$ cat src/rtl/sbob_pkg.sv
// shared constants and types of the oscillator bank
package sbob_pkg;

	// bank size and channel index width
	localparam int CHANNELS = 10;
	localparam int CH_W     = (CHANNELS > 1) ? $clog2(CHANNELS) : 1;

	// operation codes of an input item
	localparam logic OP_TICK  = 1'b0;
	localparam logic OP_WRITE = 1'b1;

	// reflection bounds of the position
	localparam logic signed [15:0] POS_LIMIT  = 16'sh0500;
	localparam logic signed [15:0] POS_CLAMP  = 16'sh04FF;
	localparam logic signed [15:0] POS_MIRROR = 16'sh0A00;

	// one entry of the channel store
	typedef struct packed {
		logic signed [15:0] position;
		logic signed [15:0] speed;
		logic signed [15:0] target;
		logic signed [7:0]  direction;
	} chan_t;

	// read issued into the update pipeline
	typedef struct packed {
		logic            valid;
		logic [CH_W-1:0] idx;
	} slot_t;

	// finished channel leaving the update pipeline
	typedef struct packed {
		logic            valid;
		logic [CH_W-1:0] idx;
		chan_t           data;
	} wback_t;

endpackage

$ cat src/rtl/sbob_store.sv
// channel state memory with one write port, one registered read port and valid bits
module sbob_store (
	input  logic                    clk,
	input  logic                    arst_n,
	input  logic                    we,
	input  logic [sbob_pkg::CH_W-1:0] waddr,
	input  sbob_pkg::chan_t         wdata,
	input  logic                    re,
	input  logic [sbob_pkg::CH_W-1:0] raddr,
	output sbob_pkg::chan_t         rdata
);

	sbob_pkg::chan_t                  mem_q [sbob_pkg::CHANNELS];
	logic [sbob_pkg::CHANNELS-1:0]    valid_q;
	sbob_pkg::chan_t                  rd_q;
	logic                             rd_valid_q;

	// memory array, synchronous read
	always_ff @(posedge clk) begin
		if (we) begin
			mem_q[waddr] <= wdata;
		end
		if (re) begin
			rd_q <= mem_q[raddr];
		end
	end

	// entries read as zero until written after reset
	always_ff @(posedge clk or negedge arst_n) begin
		if (!arst_n) begin
			valid_q    <= '0;
			rd_valid_q <= 1'b0;
		end else begin
			if (we) begin
				valid_q[waddr] <= 1'b1;
			end
			if (re) begin
				rd_valid_q <= valid_q[raddr];
			end
		end
	end

	assign rdata = rd_valid_q ? rd_q : '0;

endmodule

$ cat src/rtl/sbob_calc.sv
// four stage channel update: slew, direction multiply, gain multiply, move and reflect
module sbob_calc (
	input  logic               clk,
	input  logic               arst_n,
	input  logic               en,
	input  sbob_pkg::slot_t    issue,
	input  logic [7:0]         slew_rate,
	input  logic [3:0]         speed_gain,
	input  sbob_pkg::chan_t    rdata,
	output sbob_pkg::wback_t   wb,
	output logic               busy
);

	logic                          valid_s1, valid_s2, valid_s3, valid_s4;
	logic [sbob_pkg::CH_W-1:0]     idx_s1, idx_s2, idx_s3, idx_s4;
	sbob_pkg::chan_t               ch_s2, ch_s3, ch_s4;
	logic [15:0]                   prod_s3;
	logic [15:0]                   move_s4;

	logic signed [15:0] cur;
	logic signed [15:0] tgt;
	logic signed [16:0] aim;
	logic signed [17:0] diff;
	logic [17:0]        mag;
	logic [17:0]        step_w;
	logic [15:0]        step16;
	logic signed [15:0] slewed;
	sbob_pkg::chan_t    slew_ch;
	logic signed [23:0] prod_dir;
	logic [19:0]        prod_gain;
	logic signed [15:0] pos_sum;
	logic signed [15:0] pos_new;
	logic               flip;

	// stage 1: slew the speed toward its aim
	always_comb begin
		cur    = rdata.speed;
		tgt    = rdata.target;
		aim    = cur[15] ? -17'(tgt) : 17'(tgt);
		diff   = 18'(aim) - 18'(cur);
		mag    = diff[17] ? 18'(-diff) : 18'(diff);
		step16 = {4'b0, slew_rate, 4'b0};
		step_w = {2'b0, step16};
		if (cur == tgt) begin
			slewed = cur;
		end else if (mag < step_w) begin
			slewed = aim[15:0];
		end else if (diff[17]) begin
			slewed = cur - $signed(step16);
		end else begin
			slewed = cur + $signed(step16);
		end
		slew_ch       = rdata;
		slew_ch.speed = slewed;
	end

	// stage 2 and 3: low product bits are all the 16-bit wrap needs
	assign prod_dir  = ch_s2.speed * ch_s2.direction;
	assign prod_gain = prod_s3 * speed_gain;

	// stage 4: move, then reflect off the bounds
	always_comb begin
		pos_sum = ch_s4.position + $signed(move_s4);
		pos_new = pos_sum;
		flip    = 1'b0;
		if (pos_sum >= sbob_pkg::POS_LIMIT) begin
			pos_new = sbob_pkg::POS_MIRROR - pos_sum;
			flip    = 1'b1;
			if (pos_new >= sbob_pkg::POS_LIMIT) begin
				pos_new = sbob_pkg::POS_CLAMP;
			end
		end else if (pos_sum < 16'sd0) begin
			pos_new = -pos_sum;
			flip    = 1'b1;
			if (pos_new < 16'sd0) begin
				pos_new = 16'sd0;
			end
		end
	end

	// stage valid flags
	always_ff @(posedge clk or negedge arst_n) begin
		if (!arst_n) begin
			valid_s1 <= 1'b0;
			valid_s2 <= 1'b0;
			valid_s3 <= 1'b0;
			valid_s4 <= 1'b0;
		end else if (en) begin
			valid_s1 <= issue.valid;
			valid_s2 <= valid_s1;
			valid_s3 <= valid_s2;
			valid_s4 <= valid_s3;
		end
	end

	// stage payload
	always_ff @(posedge clk) begin
		if (en) begin
			idx_s1       <= issue.idx;
			idx_s2       <= idx_s1;
			ch_s2        <= slew_ch;
			idx_s3       <= idx_s2;
			ch_s3        <= ch_s2;
			prod_s3      <= prod_dir[15:0];
			idx_s4       <= idx_s3;
			ch_s4        <= ch_s3;
			move_s4      <= prod_gain[15:0];
		end
	end

	// finished channel for write back and output
	always_comb begin
		wb.valid          = valid_s4;
		wb.idx            = idx_s4;
		wb.data           = ch_s4;
		wb.data.position  = pos_new;
		wb.data.direction = flip ? -ch_s4.direction : ch_s4.direction;
	end

	assign busy = valid_s1 | valid_s2 | valid_s3 | valid_s4;

endmodule

$ cat src/rtl/slewed_bouncing_oscillator_bank.sv
// top level of the slewed bouncing oscillator bank
//
// Usage: items arrive on the item channel (item_valid / item_stall) and
// results leave on the result channel (result_valid / result_stall); a
// transfer happens on a clock edge with valid high and stall low.
// A write item loads position, speed, target and direction of one channel
// in the cycle of its transfer and gives no result; a channel index beyond
// the bank is dropped. A tick item walks all channels in index order, one
// memory read per cycle unless a stalled result holds the pipeline, through
// a four stage update pipeline that writes each channel back to the store,
// and gives one result per channel, the final one marked by last.
// item_stall is high while a tick is in flight, so a new item waits until
// the walk is done and the pipeline has drained.
// A stalled result holds the whole pipeline; the output register lets the
// next item in while the last result of a tick waits.
// Reset clears all channels to zero and empties the pipeline.
module slewed_bouncing_oscillator_bank (
	input  logic               clk,
	input  logic               arst_n,
	input  logic               item_valid,
	output logic               item_stall,
	input  logic               operation,
	input  logic [3:0]         channel,
	input  logic [7:0]         slew_rate,
	input  logic [3:0]         speed_gain,
	input  logic signed [15:0] position,
	input  logic signed [15:0] speed,
	input  logic signed [15:0] target_speed,
	input  logic signed [7:0]  direction,
	output logic               result_valid,
	input  logic               result_stall,
	output logic [3:0]         channel_index,
	output logic signed [15:0] new_position,
	output logic signed [15:0] new_speed,
	output logic signed [7:0]  new_direction,
	output logic               last
);

	logic                          accept;
	logic                          write_hit;
	logic                          en;
	logic                          busy;
	logic                          issuing_q;
	logic [sbob_pkg::CH_W-1:0]     idx_q;
	logic [7:0]                    slew_q;
	logic [3:0]                    gain_q;
	logic                          result_valid_q;
	logic [3:0]                    chan_idx_q;
	logic signed [15:0]            pos_q;
	logic signed [15:0]            spd_q;
	logic signed [7:0]             dir_q;
	logic                          last_q;

	sbob_pkg::slot_t               issue;
	sbob_pkg::wback_t              wb;
	sbob_pkg::chan_t               rdata;
	sbob_pkg::chan_t               wdata;
	logic                          we;
	logic [sbob_pkg::CH_W-1:0]     waddr;
	logic                          last_idx;

	// input handshake: one item at a time
	assign item_stall = issuing_q | busy;
	assign accept     = item_valid & ~item_stall;
	assign write_hit  = accept && (operation == sbob_pkg::OP_WRITE)
		&& (int'(channel) < sbob_pkg::CHANNELS);

	// pipeline moves whenever the output register is free or being drained
	assign en = ~result_valid_q | ~result_stall;

	assign last_idx    = (int'(idx_q) == sbob_pkg::CHANNELS - 1);
	assign issue.valid = issuing_q;
	assign issue.idx   = idx_q;

	// tick sequencer: one channel read per cycle while the pipeline moves
	always_ff @(posedge clk or negedge arst_n) begin
		if (!arst_n) begin
			issuing_q <= 1'b0;
			idx_q     <= '0;
		end else if (accept && (operation == sbob_pkg::OP_TICK)) begin
			issuing_q <= 1'b1;
			idx_q     <= '0;
		end else if (en && issuing_q) begin
			if (last_idx) begin
				issuing_q <= 1'b0;
			end else begin
				idx_q <= idx_q + 1'b1;
			end
		end
	end

	// tick controls held for the whole walk
	always_ff @(posedge clk) begin
		if (accept && (operation == sbob_pkg::OP_TICK)) begin
			slew_q <= slew_rate;
			gain_q <= speed_gain;
		end
	end

	// store write port: item writes only land while the pipeline is empty
	always_comb begin
		if (write_hit) begin
			we              = 1'b1;
			waddr           = sbob_pkg::CH_W'(channel);
			wdata.position  = position;
			wdata.speed     = speed;
			wdata.target    = target_speed;
			wdata.direction = direction;
		end else begin
			we    = en & wb.valid;
			waddr = wb.idx;
			wdata = wb.data;
		end
	end

	sbob_store u_store (
		.clk    (clk),
		.arst_n (arst_n),
		.we     (we),
		.waddr  (waddr),
		.wdata  (wdata),
		.re     (en & issuing_q),
		.raddr  (idx_q),
		.rdata  (rdata)
	);

	sbob_calc u_calc (
		.clk        (clk),
		.arst_n     (arst_n),
		.en         (en),
		.issue      (issue),
		.slew_rate  (slew_q),
		.speed_gain (gain_q),
		.rdata      (rdata),
		.wb         (wb),
		.busy       (busy)
	);

	// output register valid
	always_ff @(posedge clk or negedge arst_n) begin
		if (!arst_n) begin
			result_valid_q <= 1'b0;
		end else if (en) begin
			result_valid_q <= wb.valid;
		end
	end

	// output register payload
	always_ff @(posedge clk) begin
		if (en && wb.valid) begin
			chan_idx_q <= 4'(wb.idx);
			pos_q      <= wb.data.position;
			spd_q      <= wb.data.speed;
			dir_q      <= wb.data.direction;
			last_q     <= (int'(wb.idx) == sbob_pkg::CHANNELS - 1);
		end
	end

	assign result_valid  = result_valid_q;
	assign channel_index = chan_idx_q;
	assign new_position  = pos_q;
	assign new_speed     = spd_q;
	assign new_direction = dir_q;
	assign last          = last_q;

endmodule

$ cat config.mk
export PLATFORM = sky130hd
export DESIGN_NAME = slewed_bouncing_oscillator_bank
export DESIGN_NICKNAME = d
export VERILOG_FILES = /design/src/rtl/sbob_pkg.sv /design/src/rtl/sbob_store.sv /design/src/rtl/sbob_calc.sv /design/src/rtl/slewed_bouncing_oscillator_bank.sv
export SDC_FILE = /design/constraint.sdc
export NUM_CORES = 2
export LEC_CHECK = 0
export BUFFER_PORTS_ARGS = -buffer_cell sky130_fd_sc_hd__buf_2
export CAP_MARGIN = 20
export CORE_MARGIN = 4
export CORE_UTILIZATION = 63
export CTS_CLUSTER_DIAMETER = 200
export DETAILED_ROUTE_END_ITERATION = 10
export GPL_TIMING_DRIVEN = 0
export PLACE_DENSITY = 0.8
export SLEW_MARGIN = 0
export SYNTH_ARGS = -nofsm -noshare
export SYNTH_HDL_FRONTEND = slang
export SYNTH_HIERARCHICAL = 1
export SYNTH_SLANG_ARGS = --single-unit
export TNS_END_PERCENT = 50
$ cat constraint.sdc
create_clock -name clk -period 11.88 [get_ports clk]
set_input_delay 1.188 -clock clk [delete_from_list [all_inputs] [get_ports clk]]
set_output_delay 1.188 -clock clk [all_outputs]
set_load 0.05 [all_outputs]
==> results.md <==
* CTS resizes at 0
* Post-CTS Repair Setup Buffers at 0
* Period utilization at 74.4%
* CTS tree: done
* Fin util at 72.0%
* Yosys warns at 6
* Initial Util at between 60 and 70%
* Worst-Margin Slew at approximately 1.1 ns
* Residual DRC at 0
* Via count at 24900
* Most common cell on crit path: clkbuf_1
* Final hold vios at 0
* Final Max Tran Viols at 0
* Status: completed
* TritonCTS Buffers at 88
* Slowest cell on the critical path: o41ai_1
* Syn nets at 2968
* Seq/Total Area, Yosys at between 60% and 70%
* H-tree levels at 3
* Cell area after placement at 44700 sq um
* Tot GR Track Use at a little under 30%
* Detailed placer's ending HPWL at 69800 microns
* Pre-CTS setup slack at 3.47 ns
* Post-route design area at 47600 sq um
* Post-synth EDFFs at around 890
* Vias in the first global route at 25400
* Number of filler cells placed in the layout at 3910
* Async SR Flop Fraction at 2.31%
* Placed Instances at ~3700
* Share of post-route cells with drive strength above 1 at 19.7%
* 1st-iter DRT viols at 3148
* DRT Wirelength at ~100000 microns
* Unrepaired setup endpoints after global routing: no
* Rows at 94
* Seq cells post-synth at 910
* Initial antenna violation count at 1
* Root Buffer: clkbuf_16
* Synth area leader: edfxtp_1
* Relative slew slack at between 20% and 30%
* Nets at 3221
* WHS Path Cells at 0
* Post-layout min period at 8.84 ns
* Synth cell types at 82
* Worst-Skew Late Latency at 0.65 ns
* Top cells by area, synth: edfxtp_1 (63%), mux4_2 (6.0%), fa_1 (4.2%), ha_1 (3.1%), mux2_4 (2.2%)
* Startpoint Class: register
* Max FO, Critical Path at 10
* DIE HEIGHT at 267 microns
* Crit path kind: register to register
* Worst-path clk slew at roughly 0.060 ns
* MaxCap Viol Count at 0
* Total global routing overflow at 0
* P&R area growth vs syn at 12.7%
* Mapped Cells at 2697
* Post-Layout Cell Count at 3884
* Syn avg cell area at 15.7 sq um
* Main synth FF type: edfxtp_1
* Layout Skew at 0.0254 ns
* CTS Sinks at 910
* Final Wtd Congestion at 0.913
* CP Capture Type: register
* Count of final setup violators at 0
* Full die area at roughly 71000 sq um
* PortBufs at between 100 and 150
* Die Width at 267 microns
* Antenna violation net count after detailed routing at 0
* First-pass GRT wire length at roughly 160000 microns
* Synth top area share at 63.2%
* Max frequency at 113 MHz
* Core Area at 66100 sq um
* Via density at 6.40
* Hold Path Class: register to register
* Crit path DAT at 9.20 ns
* Worst R2R Path Depth at 28
* IO Count at 124
* Setup WS post-layout at 3.04 ns
* Worst Path Required at 12.25 ns
* 1st-pass router iterations at 6
* CTS hold repair buffers at 0
* Max Buffers Root-to-Sink at 3
* Area of the mapped netlist at 42200 sq um
* Worst path max stage delay at around 0.7 ns
* Largest net degree at the start of global routing at 71
* DR WL/cell at 26.8 microns
* Ant. Diodes at 0
==> path summary, 6_finish.rpt <==
kind | startpoint | endpoint | slack (ns)
worst min register to register | u_calc/ch_s3[1] | u_calc/ch_s4[1] | 0.42
worst max-delay path | u_store/rd_valid_q | u_calc/ch_s2[39] | 3.04
max in group asynchronous | arst_n | u_store/valid_q[8] | 11.00
min in group asynchronous | arst_n | u_calc/valid_s1 | 0.52
worst max register to register | u_store/rd_valid_q | u_calc/ch_s2[39] | 3.04
worst min-delay path | u_calc/ch_s3[1] | u_calc/ch_s4[1] | 0.42
==> layer usage <==
metal,vias to the layer above,wire (microns),GRT usage (%)
met5,-,0,0
met4,0,2880,9.24
met3,211,9650,4.45
met2,1455,51800,49.3
met1,12600,39700,41.0
li1,10600,-,-
==> worst max-delay path, delay by kind of cell, from the launching register on <==
kind,cells,cell delay [ns]
DFF,1,0.38
AOI/OAI and AO/OA,13,3.49
adders and majority gates,2,0.70
and+or+nand+nor,4,0.74
muxes,1,0.29
buffers and inverters,5,2.23
xor gates and xnor gates,3,0.71
==> stage by stage <==
step / hold slack [ns] / setup TNS (ns)
floorplan: 0.400 / 0
detailed placement: 0.405 / 0
global placement: 0.401 / -2143.65
global route: 0.417 / 0
CTS: 0.406 / 0
finish: 0.419 / 0
==> area by class of cell <==
| type | count | area [sq um] | area share, % |
|---|---|---|---|
| sequential | 910 | 27200 | 57.2 |
| multi-input combinational | 1490 | 13700 | 28.8 |
| clock buffer | 106 | 2360 | 4.97 |
| timing repair buffer | 163 | 1310 | 2.75 |
| tap | 864 | 1080 | 2.27 |
| buffer | 134 | 779 | 1.64 |
| inverter | 163 | 612 | 1.29 |
| clock inverter | 54 | 518 | 1.09 |
==> cells in the mapped netlist, drive strengths merged (8+ instances only) <==
| cell type | number |
|---|---|
| edfxtp | 889 |
| nand2 | 187 |
| inv | 163 |
| and2 | 137 |
| mux4 | 113 |
| ha | 105 |
| fa | 89 |
| xnor2 | 89 |
| buf | 80 |
| nand2b | 80 |
| nor2 | 71 |
| mux2 | 69 |
| o211ai | 68 |
| a21oi | 58 |
| a22oi | 58 |
| clkbuf | 54 |
| o21ai | 50 |
| nor3 | 34 |
| xor2 | 33 |
| a21o | 21 |
| dfrtp | 21 |
| or2 | 20 |
| mux2i | 18 |
| o21a | 17 |
| nand3 | 15 |
| nand4 | 14 |
| a31oi | 13 |
| nor2b | 11 |
| nor4 | 11 |
| o31ai | 10 |
| and3 | 9 |
| or3 | 9 |
| o21bai | 8 |
==> flip-flops by register name, summed over array words and instances (netlist names), 24 cells and up <==
register,count
u_calc/ch_s2,56
u_calc/ch_s3,56
u_calc/ch_s4,24
u_calc/wb,32
u_store/mem_q,560
u_store/rd_q,56
==> layout by cell type (no fill, tap or decap), types with 17 or more instances in the layout <==
master     netlist  layout
a21o_1          21      21
a21oi_1         56      56
a22oi_1         58      58
and2_1         136     136
buf_2           19     142
buf_4           41      41
buf_6           13      30
clkbuf_1        53      65
clkbuf_16        0      91
clkinv_1         0      20
dfrtp_1         21      21
edfxtp_1       889     889
fa_1            89      89
ha_1           105     105
inv_1          163     162
mux2_4          61      61
mux2i_1         18      18
mux4_2         113     113
nand2_1        187     186
nand2b_1        80      80
nor2_1          68      61
nor3_1          32      29
o211ai_1        68      68
o21a_1          17      17
o21ai_0         44      44
or2_2           17      17
xnor2_1         89      89
xor2_1          33      33
==> cell families after synthesis <==
group / count (synthesis) / synth area share (%)
compound gates: 352 / 5.74
fa+ha+maj: 194 / 7.33
xor+xnor: 122 / 2.53
flops: 910 / 64.5
buf+inv: 297 / 3.29
mux: 200 / 8.84
simple gates: 622 / 7.80
Power is left out: the tool's default activity adds up to more than one toggle a clock period on the data nets, which glitch-free logic cannot reach.
